**config.mk**
```make
export PLATFORM = sky130hd
export DESIGN_NAME = annexb_nal_unit_splitter
export DESIGN_NICKNAME = d
export VERILOG_FILES = /design/src/rtl/annexb_pkg.sv /design/src/rtl/annexb_parse.sv /design/src/rtl/annexb_burst.sv /design/src/rtl/annexb_nal_unit_splitter.sv
export SDC_FILE = /design/constraint.sdc
export NUM_CORES = 1
export LEC_CHECK = 0
export CORE_MARGIN = 2
export CORE_UTILIZATION = 40
export CTS_CLUSTER_SIZE = 40
export DETAILED_ROUTE_END_ITERATION = 10
export DONT_BUFFER_PORTS = 1
export PLACE_DENSITY = 0.63
export SYNTH_ARGS = -nofsm -noshare
export SYNTH_HDL_FRONTEND = slang
export SYNTH_SLANG_ARGS = --single-unit
```
**constraint.sdc**
```tcl
create_clock -name i_clk -period 3.4 [get_ports i_clk]
set_clock_uncertainty 0.05 [all_clocks]
set_input_delay 0.17 -clock i_clk [delete_from_list [all_inputs] [get_ports i_clk]]
set_output_delay 0.17 -clock i_clk [all_outputs]
set_load 0.005 [all_outputs]
```
**src/rtl/annexb_pkg.sv**
```systemverilog
// ----------------------------------------------------------------------------
// annexb_pkg
// Shared widths, constants and the burst plan type of the Annex-B splitter.
// ----------------------------------------------------------------------------
package annexb_pkg;

    localparam int BYTE_W = 8;
    localparam int ZRUN_W = 6;
    localparam int USER_W = 2;

    // cap of the pending zero count
    localparam logic [ZRUN_W-1:0] ZERO_RUN_MAX = 6'd62;
    // zeros that must precede a 01 byte to form a start code
    localparam logic [ZRUN_W-1:0] START_CODE_ZEROS = 6'd2;

    // words released by one input byte, in order: pre, zeros, post
    typedef struct packed {
        logic              pre_v;
        logic [BYTE_W-1:0] pre_b;
        logic              pre_last;
        logic [ZRUN_W-1:0] zcnt;
        logic              post_v;
        logic [BYTE_W-1:0] post_b;
        logic              first;
    } t_plan;

endpackage

```
**src/rtl/annexb_parse.sv**
```systemverilog
// ----------------------------------------------------------------------------
// annexb_parse
// Input skid stage and start code parser; turns each byte into a burst plan.
// ----------------------------------------------------------------------------
module annexb_parse
    import annexb_pkg::*;
(
    input  logic              i_clk,
    input  logic              i_rst_n,
    input  logic              i_s_tvalid,
    output logic              o_s_tready,
    input  logic [BYTE_W-1:0] i_s_tdata,
    input  logic              i_s_tlast,
    output t_plan             o_plan,
    output logic              o_plan_v,
    input  logic              i_burst_rdy
);

    logic              r_in_v, n_in_v;
    logic [BYTE_W-1:0] r_in_b, n_in_b;
    logic              r_in_last, n_in_last;
    logic              r_skid_v, n_skid_v;
    logic [BYTE_W-1:0] r_skid_b, n_skid_b;
    logic              r_skid_last, n_skid_last;

    logic              r_inside, n_inside;
    logic [ZRUN_W-1:0] r_zrun, n_zrun;
    logic [BYTE_W-1:0] r_held_b, n_held_b;
    logic              r_held_v, n_held_v;
    logic              r_firstp, n_firstp;

    logic  acc, take, is_zero, is_sc;
    t_plan plan;

    assign o_s_tready = !r_skid_v;
    assign acc        = i_s_tvalid && !r_skid_v;
    assign take       = r_in_v && i_burst_rdy;

    // skid stage
    always_comb begin
        n_in_v      = r_in_v;
        n_in_b      = r_in_b;
        n_in_last   = r_in_last;
        n_skid_v    = r_skid_v;
        n_skid_b    = r_skid_b;
        n_skid_last = r_skid_last;
        if (take) begin
            if (r_skid_v) begin
                n_in_b    = r_skid_b;
                n_in_last = r_skid_last;
                n_skid_v  = 1'b0;
            end else if (acc) begin
                n_in_b    = i_s_tdata;
                n_in_last = i_s_tlast;
            end else begin
                n_in_v = 1'b0;
            end
        end else if (acc) begin
            if (!r_in_v) begin
                n_in_v    = 1'b1;
                n_in_b    = i_s_tdata;
                n_in_last = i_s_tlast;
            end else begin
                n_skid_v    = 1'b1;
                n_skid_b    = i_s_tdata;
                n_skid_last = i_s_tlast;
            end
        end
    end

    // parser
    assign is_zero = (r_in_b == '0);
    assign is_sc   = (r_in_b == 8'h01) && (r_zrun >= START_CODE_ZEROS);

    always_comb begin
        plan     = '0;
        n_inside = r_inside;
        n_zrun   = r_zrun;
        n_held_b = r_held_b;
        n_held_v = r_held_v;
        n_firstp = r_firstp;
        if (is_zero) begin
            if (r_zrun < ZERO_RUN_MAX) begin
                n_zrun = r_zrun + 1'b1;
            end else if (r_inside) begin
                plan.pre_v = r_held_v;
                plan.pre_b = r_held_b;
                n_held_b   = '0;
                n_held_v   = 1'b1;
            end
        end else if (is_sc) begin
            plan.pre_v    = r_inside && r_held_v;
            plan.pre_b    = r_held_b;
            plan.pre_last = 1'b1;
            n_inside      = 1'b1;
            n_held_v      = 1'b0;
            n_zrun        = '0;
        end else begin
            if (r_inside) begin
                plan.pre_v = r_held_v;
                plan.pre_b = r_held_b;
                plan.zcnt  = r_zrun;
                n_held_b   = r_in_b;
                n_held_v   = 1'b1;
            end
            n_zrun = '0;
        end
        plan.first = r_firstp;
        if (is_sc) begin
            n_firstp = 1'b1;
        end else if (plan.pre_v || (plan.zcnt != '0)) begin
            n_firstp = 1'b0;
        end
        // end of message: flush the held byte and start over
        if (r_in_last) begin
            plan.post_v = n_inside && n_held_v;
            plan.post_b = n_held_b;
            n_inside    = 1'b0;
            n_zrun      = '0;
            n_held_v    = 1'b0;
            n_firstp    = 1'b1;
        end
    end

    assign o_plan   = plan;
    assign o_plan_v = take;

    always_ff @(posedge i_clk) begin
        if (!i_rst_n) begin
            r_in_v   <= 1'b0;
            r_skid_v <= 1'b0;
            r_inside <= 1'b0;
            r_zrun   <= '0;
            r_held_v <= 1'b0;
            r_firstp <= 1'b1;
        end else begin
            r_in_v   <= n_in_v;
            r_skid_v <= n_skid_v;
            if (take) begin
                r_inside <= n_inside;
                r_zrun   <= n_zrun;
                r_held_v <= n_held_v;
                r_firstp <= n_firstp;
            end
        end
    end

    always_ff @(posedge i_clk) begin
        r_in_b      <= n_in_b;
        r_in_last   <= n_in_last;
        r_skid_b    <= n_skid_b;
        r_skid_last <= n_skid_last;
        if (take) begin
            r_held_b <= n_held_b;
        end
    end

`ifndef SYNTHESIS
    a_skid_order: assert property (@(posedge i_clk) disable iff (!i_rst_n)
        r_skid_v |-> r_in_v)
        else $error("skid word present with empty main stage");

    a_zrun_cap: assert property (@(posedge i_clk) disable iff (!i_rst_n)
        r_zrun <= ZERO_RUN_MAX)
        else $error("pending zero count above cap");

    a_held_inside: assert property (@(posedge i_clk) disable iff (!i_rst_n)
        r_held_v |-> r_inside)
        else $error("held byte outside a unit");
`endif

endmodule

```
**src/rtl/annexb_burst.sv**
```systemverilog
// ----------------------------------------------------------------------------
// annexb_burst
// Burst engine: plays out one plan into the output register, a word per cycle unless stalled.
// ----------------------------------------------------------------------------
module annexb_burst
    import annexb_pkg::*;
(
    input  logic              i_clk,
    input  logic              i_rst_n,
    input  t_plan             i_plan,
    input  logic              i_plan_v,
    output logic              o_burst_rdy,
    output logic              o_m_tvalid,
    input  logic              i_m_tready,
    output logic [BYTE_W-1:0] o_m_tdata,
    output logic              o_m_tlast,
    output logic [USER_W-1:0] o_m_tuser
);

    t_plan             r_plan, n_plan;
    logic              r_out_v;
    logic [BYTE_W-1:0] r_out_b;
    logic              r_out_first, r_out_last, r_out_blast;

    logic              busy, out_rdy, adv;
    logic [BYTE_W-1:0] e_b;
    logic              e_last, e_blast;

    assign busy    = r_plan.pre_v || (r_plan.zcnt != '0) || r_plan.post_v;
    assign out_rdy = !r_out_v || i_m_tready;
    assign adv     = busy && out_rdy;

    // pick the next word of the burst
    always_comb begin
        e_b     = '0;
        e_last  = 1'b0;
        e_blast = 1'b0;
        if (r_plan.pre_v) begin
            e_b     = r_plan.pre_b;
            e_last  = r_plan.pre_last;
            e_blast = (r_plan.zcnt == '0) && !r_plan.post_v;
        end else if (r_plan.zcnt != '0) begin
            e_blast = (r_plan.zcnt == 6'd1) && !r_plan.post_v;
        end else begin
            e_b     = r_plan.post_b;
            e_last  = 1'b1;
            e_blast = 1'b1;
        end
    end

    assign o_burst_rdy = !busy || (out_rdy && e_blast);

    always_comb begin
        n_plan = r_plan;
        if (i_plan_v) begin
            n_plan = i_plan;
        end else if (adv) begin
            n_plan.first = 1'b0;
            if (r_plan.pre_v) begin
                n_plan.pre_v = 1'b0;
            end else if (r_plan.zcnt != '0) begin
                n_plan.zcnt = r_plan.zcnt - 1'b1;
            end else begin
                n_plan.post_v = 1'b0;
            end
        end
    end

    always_ff @(posedge i_clk) begin
        if (!i_rst_n) begin
            r_plan  <= '0;
            r_out_v <= 1'b0;
        end else begin
            r_plan <= n_plan;
            if (adv) begin
                r_out_v <= 1'b1;
            end else if (i_m_tready) begin
                r_out_v <= 1'b0;
            end
        end
    end

    always_ff @(posedge i_clk) begin
        if (adv) begin
            r_out_b     <= e_b;
            r_out_first <= r_plan.first;
            r_out_last  <= e_last;
            r_out_blast <= e_blast;
        end
    end

    assign o_m_tvalid = r_out_v;
    assign o_m_tdata  = r_out_b;
    assign o_m_tlast  = r_out_last;
    assign o_m_tuser  = {r_out_blast, r_out_first};

`ifndef SYNTHESIS
    a_burst_tail: assert property (@(posedge i_clk) disable iff (!i_rst_n)
        (r_out_v && !r_out_blast) |-> busy)
        else $error("burst ended without a burst_last word");

    a_zcnt_cap: assert property (@(posedge i_clk) disable iff (!i_rst_n)
        i_plan_v |-> (i_plan.zcnt <= ZERO_RUN_MAX))
        else $error("plan with more zeros than the cap");

    a_out_hold: assert property (@(posedge i_clk) disable iff (!i_rst_n)
        (r_out_v && !i_m_tready) |=>
            (r_out_v && $stable(r_out_b) && $stable(r_out_last) && $stable(r_out_blast)))
        else $error("output word changed while stalled");
`endif

endmodule

```
**src/rtl/annexb_nal_unit_splitter.sv**
```systemverilog
// ----------------------------------------------------------------------------
// annexb_nal_unit_splitter
// Splits an H.264 Annex-B byte stream into NAL unit payload bytes.
// ----------------------------------------------------------------------------
// Takes one stream byte per word with tlast on the last byte of a message and
// emits the payload bytes of each NAL unit with the 00 00 01 start code
// removed (a 4-byte code is covered: its extra zero is stripped as a trailing
// zero of the unit before it). Up to 62 trailing zeros of a unit are
// stripped, empty units give nothing, bytes before the first start code of
// a message are dropped, and every message is parsed on its own. The newest
// byte is held back until the next byte shows whether it ends its unit, so
// output lags the input. Throughput: one input byte per cycle while the
// output is ready and each byte releases at most one output word; a byte
// that releases n words (a held byte, a run of up to 62 pending zeros and a
// final flush on message end, at most 64 words) holds the burst engine
// until its last word is out, during which the two-entry input skid fills
// and then stalls the input. No clearing pass is needed after reset. An
// accepted byte's first word passes the input, plan and output registers.
// ----------------------------------------------------------------------------
module annexb_nal_unit_splitter
    import annexb_pkg::*;
(
    input  logic              i_clk,
    input  logic              i_rst_n,
    // input stream
    input  logic              i_s_axis_tvalid,
    output logic              o_s_axis_tready,
    input  logic [BYTE_W-1:0] i_s_axis_tdata,   // [7:0] stream_byte
    input  logic              i_s_axis_tlast,   // message_end
    // output stream
    output logic              o_m_axis_tvalid,
    input  logic              i_m_axis_tready,
    output logic [BYTE_W-1:0] o_m_axis_tdata,   // [7:0] nal_byte
    output logic              o_m_axis_tlast,   // nal_last
    output logic [USER_W-1:0] o_m_axis_tuser    // [0] nal_first, [1] burst_last
);

    // plan of words released by the byte just parsed
    t_plan plan;
    logic  plan_v;
    logic  burst_rdy;

    // parser: skid stage, start code detection, held byte and zero count
    annexb_parse u_parse (
        .i_clk       (i_clk),
        .i_rst_n     (i_rst_n),
        .i_s_tvalid  (i_s_axis_tvalid),
        .o_s_tready  (o_s_axis_tready),
        .i_s_tdata   (i_s_axis_tdata),
        .i_s_tlast   (i_s_axis_tlast),
        .o_plan      (plan),
        .o_plan_v    (plan_v),
        .i_burst_rdy (burst_rdy)
    );

    // burst engine: advance one word per cycle into the output register while the output is ready
    annexb_burst u_burst (
        .i_clk       (i_clk),
        .i_rst_n     (i_rst_n),
        .i_plan      (plan),
        .i_plan_v    (plan_v),
        .o_burst_rdy (burst_rdy),
        .o_m_tvalid  (o_m_axis_tvalid),
        .i_m_tready  (i_m_axis_tready),
        .o_m_tdata   (o_m_axis_tdata),
        .o_m_tlast   (o_m_axis_tlast),
        .o_m_tuser   (o_m_axis_tuser)
    );

endmodule

```
### Word level (Yosys, flattened, before mapping)

Cells that the tools add are included.

* register bits after elaboration: 75
* input port bits: 13
* output and inout port bits: 13
* word-level logic and storage cells: 132

* $add $sub $neg: 2
* magnitude comparators: 2
* equal/unequal tests: 8
* multiplexer cells: 58
* bitwise logic cells: 2
* reductions and logical operators: 37

Operator list (count)
* 2-to-1 mux 8 bit: 12
* 2-to-1 mux 9 bit: 5
* 2-to-1 mux 6 bit: 6
* 2-to-1 mux 1 bit: 31
* 2-to-1 mux 7 bit: 4
* AND reduction 3 bit: 5
* nonzero test 6 bit: 2
* inequality test 2 bit, second input constant: 5
* nonzero test 2 bit: 5
* logical AND 1 bit: 9
* == test 8 x 1 -> 1 bit, second input constant: 1
* zero test 8 bit: 1
* adder 6 x 1 -> 6 bit, second input constant: 1
* == test 6 x 1 -> 1 bit, second input constant: 1
* greater-or-equal comparator 6 x 2 -> 1 bit, second input constant: 1
* zero test 6 bit: 1
* less-than comparator 6 bit, second input constant: 1
* AND reduction 2 bit: 3
* subtractor 6 x 1 -> 6 bit, second input constant: 1
* logical OR 1 bit: 5
* zero test 1 bit: 4
* inequality test 3 x 2 -> 1 bit, second input constant: 1
* nonzero test 3 bit: 1
* inverter 1 bit: 2
* OR reduction 2 bit: 1

### Logic depth before layout (Yosys ltp)

* depth after elaboration: 9
* gate-level depth with buffers: 9

### Modules after synthesis

From an unflattened synthesis, not the netlist that was laid out.

* cells, all modules: 331
* area, all modules: 3560.9 um^2

Modules (own cells, without submodules)
* annexb_parse: instances 1, cells each 159, area an instance 1818.0 um^2, sequential area each 1001.0 um^2
* annexb_burst: instances 1, cells each 172, area an instance 1742.9 um^2, sequential area each 870.8 um^2

### Worst setup path before layout

No wires, ideal clock.

* path type: flip-flop to flip-flop
* start point: register u_burst.r_plan[10] (netlist bit)
* end point: register u_parse.r_in_b[0], data pin
* setup time: 0.262 ns
* data arrival time: 1.815 ns
* required time: 3.088 ns
* slack: 1.273 ns
* stages on the path, launching flop included: 9
* path buffers: 0
* period minus slack after synthesis: 2.127 ns
* path through: dfxtp_1 -> inv_1 -> ha_1 -> a21boi_0 -> and4_1 -> o21ai_2 -> inv_2 -> nand2_2 -> mux2_1

* cells in the longest elaborated chain, start to end: 8

RTL lines
* start: declaration: line annexb_burst.sv:20 `t_plan r_plan, n_plan;`
* start signal: assignment: line annexb_burst.sv:74 `r_plan <= n_plan;`
* == test 6 x 1 -> 1 bit: line annexb_burst.sv:43 `e_blast = (r_plan.zcnt == 6'd1) && !r_plan.post_v;`
* logical AND 1 bit: line annexb_burst.sv:43
* 2-to-1 mux 1 bit: line annexb_burst.sv:42 `end else if (r_plan.zcnt != '0) begin`
* 2-to-1 mux 1 bit: line annexb_burst.sv:38 `if (r_plan.pre_v) begin`
* logical AND 1 bit: line annexb_burst.sv:51 `assign o_burst_rdy = !busy || (out_rdy && e_blast);`
* logical OR 1 bit (*): line annexb_burst.sv:51
* logical AND 1 bit (*): line annexb_parse.sv:37 `assign take = r_in_v && i_burst_rdy;`
* 2-to-1 mux 8 bit (*): line annexb_parse.sv:47 `if (take) begin`
* via u_parse.n_in_b[0]: line annexb_parse.sv:20 `logic [BYTE_W-1:0] r_in_b, n_in_b;`
* end signal: assignment: line annexb_parse.sv:149 `r_in_b <= n_in_b;`
* end: declaration: line annexb_parse.sv:20

The timed path passes the listed nets; every way through them passes the cells marked *.
A chain may end at the register's enable or synchronous reset.

### Final worst setup path

* start point: register u_burst.r_plan[12] (netlist bit)
* end point: register u_parse.r_in_b[1], enable pin

* cells in the longest elaborated chain, start to end: 9

RTL lines
* == test 6 x 1 -> 1 bit: line annexb_burst.sv:43
* logical AND 1 bit: line annexb_burst.sv:43
* 2-to-1 mux 1 bit: line annexb_burst.sv:42
* 2-to-1 mux 1 bit (*): line annexb_burst.sv:38
* via u_burst.e_blast: line annexb_burst.sv:27 `logic e_last, e_blast;`
* logical AND 1 bit (*): line annexb_burst.sv:51
* logical OR 1 bit (*): line annexb_burst.sv:51
* logical AND 1 bit (*): line annexb_parse.sv:37
* inequality test 2 bit (no source line) / nonzero test 2 bit (equally long branches)
* AND reduction 3 bit (no source line) (*)

Marks and branches as above.

==> qor.yml <==
cts_max_path_buffers: 2
viasPerCell: 5.508
outcome: "finished clean"
reg2reg_to: "u_parse.r_in_b[1]"
drtIter0Drc: 141
ys_top_cells_by_area: "edfxtp_1, dfxtp_1, a22o_1, nand2_1, mux2_1"
r2r_cells: 5
worstPathArrival_ps: 2320
wl_mm: 6.557
syn-num-nets: 319
fin_tns_setup_ps: 0
core-area_mm2: 0.008175
clk-insertion-delay-late_ps: 350
crit_required_ps: 3320
maxSlewHeadroom: 0.4202
fill_cells: 773
drtAntennaViolNets: 0
period_share: 0.7038
floorplan.initialDensity: 0.4106
die_x_um: 95.61
synth_flop_cell: "dfxtp_1"
critPathCaptureType: "register"
avgSynthCellArea_um2: 11.15
hold-path-cell-count: 2
synth_top_area_frac: 0.3310
fmax_mhz: 417.9
powerDensity_mw_per_mm2: 690.7
rsz0062_at_grt: "false"
yosysUniqueCellTypes: 57
cts_resized: 0
vias: 2297
cts_setup_buffers: 0
cts_max_level: 3
leakagePower_nw: 1.295
wl_per_cell_um: 15.72
worstSetupPathType: "reg -> reg"
place_hpwl_mm: 4.407
firstDrtPassIters: 4
cts_buffers: 9
synth_seq_cells: 75
cts_sinks: 75
setup_viol: 0
grtUsageTotal: 0.1584
postSynthCellCount: 301
clkSlewWorstSetupHoldPaths_ps: 80
die_area_mm2: 0.009141
holdPathEnd: "u_parse.r_in_v"
layout_common_cells: "dfxtp_1, edfxtp_1, nand2_1"
start_kind: "register"
gr-total-overflow: 0
root_buffer: "clkbuf_8"
rows: 33
yosysSeqAreaShare: 0.5576
async_reset_ff_frac: 0
yosys.area.top_type: "edfxtp_1"
hold_class: "in -> reg"
antenna_found_initial: 0
ir_drop_uv: 269.4
synth_edf_count: 37
grt_max_degree: 26
antenna_cells: 0
ios: 26
syn_area_mm2: 0.003357
maxCapViolCount: 0
drc: 0
place_ws_ps: 1041
nNetsFinal: 325
yosys_warnings: 0
r2r_slack_ps: 1010
hold_violations: 0
portBuffers: 0
grt_pass1_vias: 2191
setup_ws_ps: 1007
mostFrequentLayoutCell: "dfxtp_1"
cp_max_fo: 9
slew_violations: 0
reg2reg_from: "u_burst.r_plan[12]"
die_height_um: 95.61
gp_congestion: 0.8318
period_minus_slack_ps: 2393
worst_pin_slew_ps: 866.9
tritoncts: "done"
drive_gt1_frac: 0.1026
grt_pass1_wl_mm: 11.04
area_growth_pct: 10.92
hp-start: "i_s_axis_tvalid"
[metal layers]
layer,vias to the layer above,wire (um),global-route usage
met3,7,401,0.04111
met4,0,92,0.06667
met1,1067,3443,0.2431
li1,1161,-,-
met5,-,0,0
met2,62,2619,0.2069
[how the worst max path moves through the flow]
stage                                  start           endpoint  slack (ps)  cells after the start
after detailed placement  u_burst.r_plan[12]  u_parse.r_in_b[4]        1040                      5
after CTS                 u_burst.r_plan[12]  u_parse.r_in_b[1]        1020                      5
after global placement    u_burst.r_plan[12]  u_parse.r_in_b[4]        1050                      5
after global routing      u_burst.r_plan[12]  u_parse.r_in_b[1]         720                      5
final                     u_burst.r_plan[12]  u_parse.r_in_b[1]        1010                      5
after floorplan           u_burst.r_plan[10]  u_parse.r_in_b[0]        1270                      8
[worst max-delay path: stages (launching register included)]
cell      delay (ps)
dfxtp_1          370
nor4_4           420
nand3b_1         240
o21ai_0          160
a21oi_1          190
nor2b_1          590
[cell usage after synthesis, types with 2 or more instances]
library cell / count
nand4_1: 6
o21ai_0: 17
a22o_1: 15
nor2_1: 15
a21o_1: 2
nor3_1: 8
clkbuf_1: 13
edfxtp_1: 37
buf_2: 2
dfxtp_1: 38
and3_1: 2
a31oi_1: 3
a21boi_0: 4
nand3_1: 9
and2_1: 3
inv_1: 7
mux2_1: 9
o211ai_1: 5
buf_4: 3
ha_1: 5
nor2b_1: 3
and4_1: 2
a21oi_1: 15
a211oi_1: 3
a41oi_1: 3
a32o_1: 7
o31a_1: 2
nand2_1: 29
nand3b_1: 3
o21a_1: 4
[report_power, final]
part           internal (mW)  total, mW  switching (mW)
registers               1.16       1.27           0.113
clock network          0.341      0.677           0.337
logic                  0.225      0.623           0.397
total                   1.72       2.57           0.847
[registers in the layout, indices dropped and copies added (netlist names), 6 cells and up]
signal             cells
u_parse.r_in_b         8
u_burst.o_m_tdata      8
u_parse.r_skid_b       8
u_parse.r_zrun         6
u_parse.r_held_b       8
u_burst.r_plan        26
[metrics by stage]
step             util  hold slack, ps  cells  cell area [um^2]  total power, mW
2_1_floorplan       -           218.9    301              3357            1.772
3_3_place_gp   0.4172           219.0    389              3411            1.886
3_5_place_dp   0.4172           219.0    389              3411            1.898
4_1_cts        0.4555           23.97    417              3724            2.591
5_1_grt        0.4555           49.26    417              3724            2.735
6_report       0.4555           43.33    417              3724            2.572
[kinds of logic after synthesis]
family | share of synthesized area
AOI/OAI and AO/OA | 0.2039
and+or+nand+nor | 0.1446
DFF | 0.5576
buffers and inverters | 0.03653
muxes | 0.03355
adders and majority gates | 0.01864
xor gates and xnor gates | 0.005219
[area by class of cell]
type	count	area (um^2)	area share
Sequential cell	75	1872	0.5027
Tap cell	105	131.4	0.03528
Clock buffer	10	127.6	0.03427
Multi-Input combinational cell	199	1363	0.3659
Timing Repair Buffer	14	135.1	0.03629
Inverter	8	30.03	0.008065
Clock inverter	6	65.06	0.01747
[repair_timing]
action	4_1_cts	5_1_grt
endpoints found under the hold margin	38	0
hold buffers	12	0
setup endpoints to repair	0	0
No activity file was read; power rests on OpenSTA's default activity.
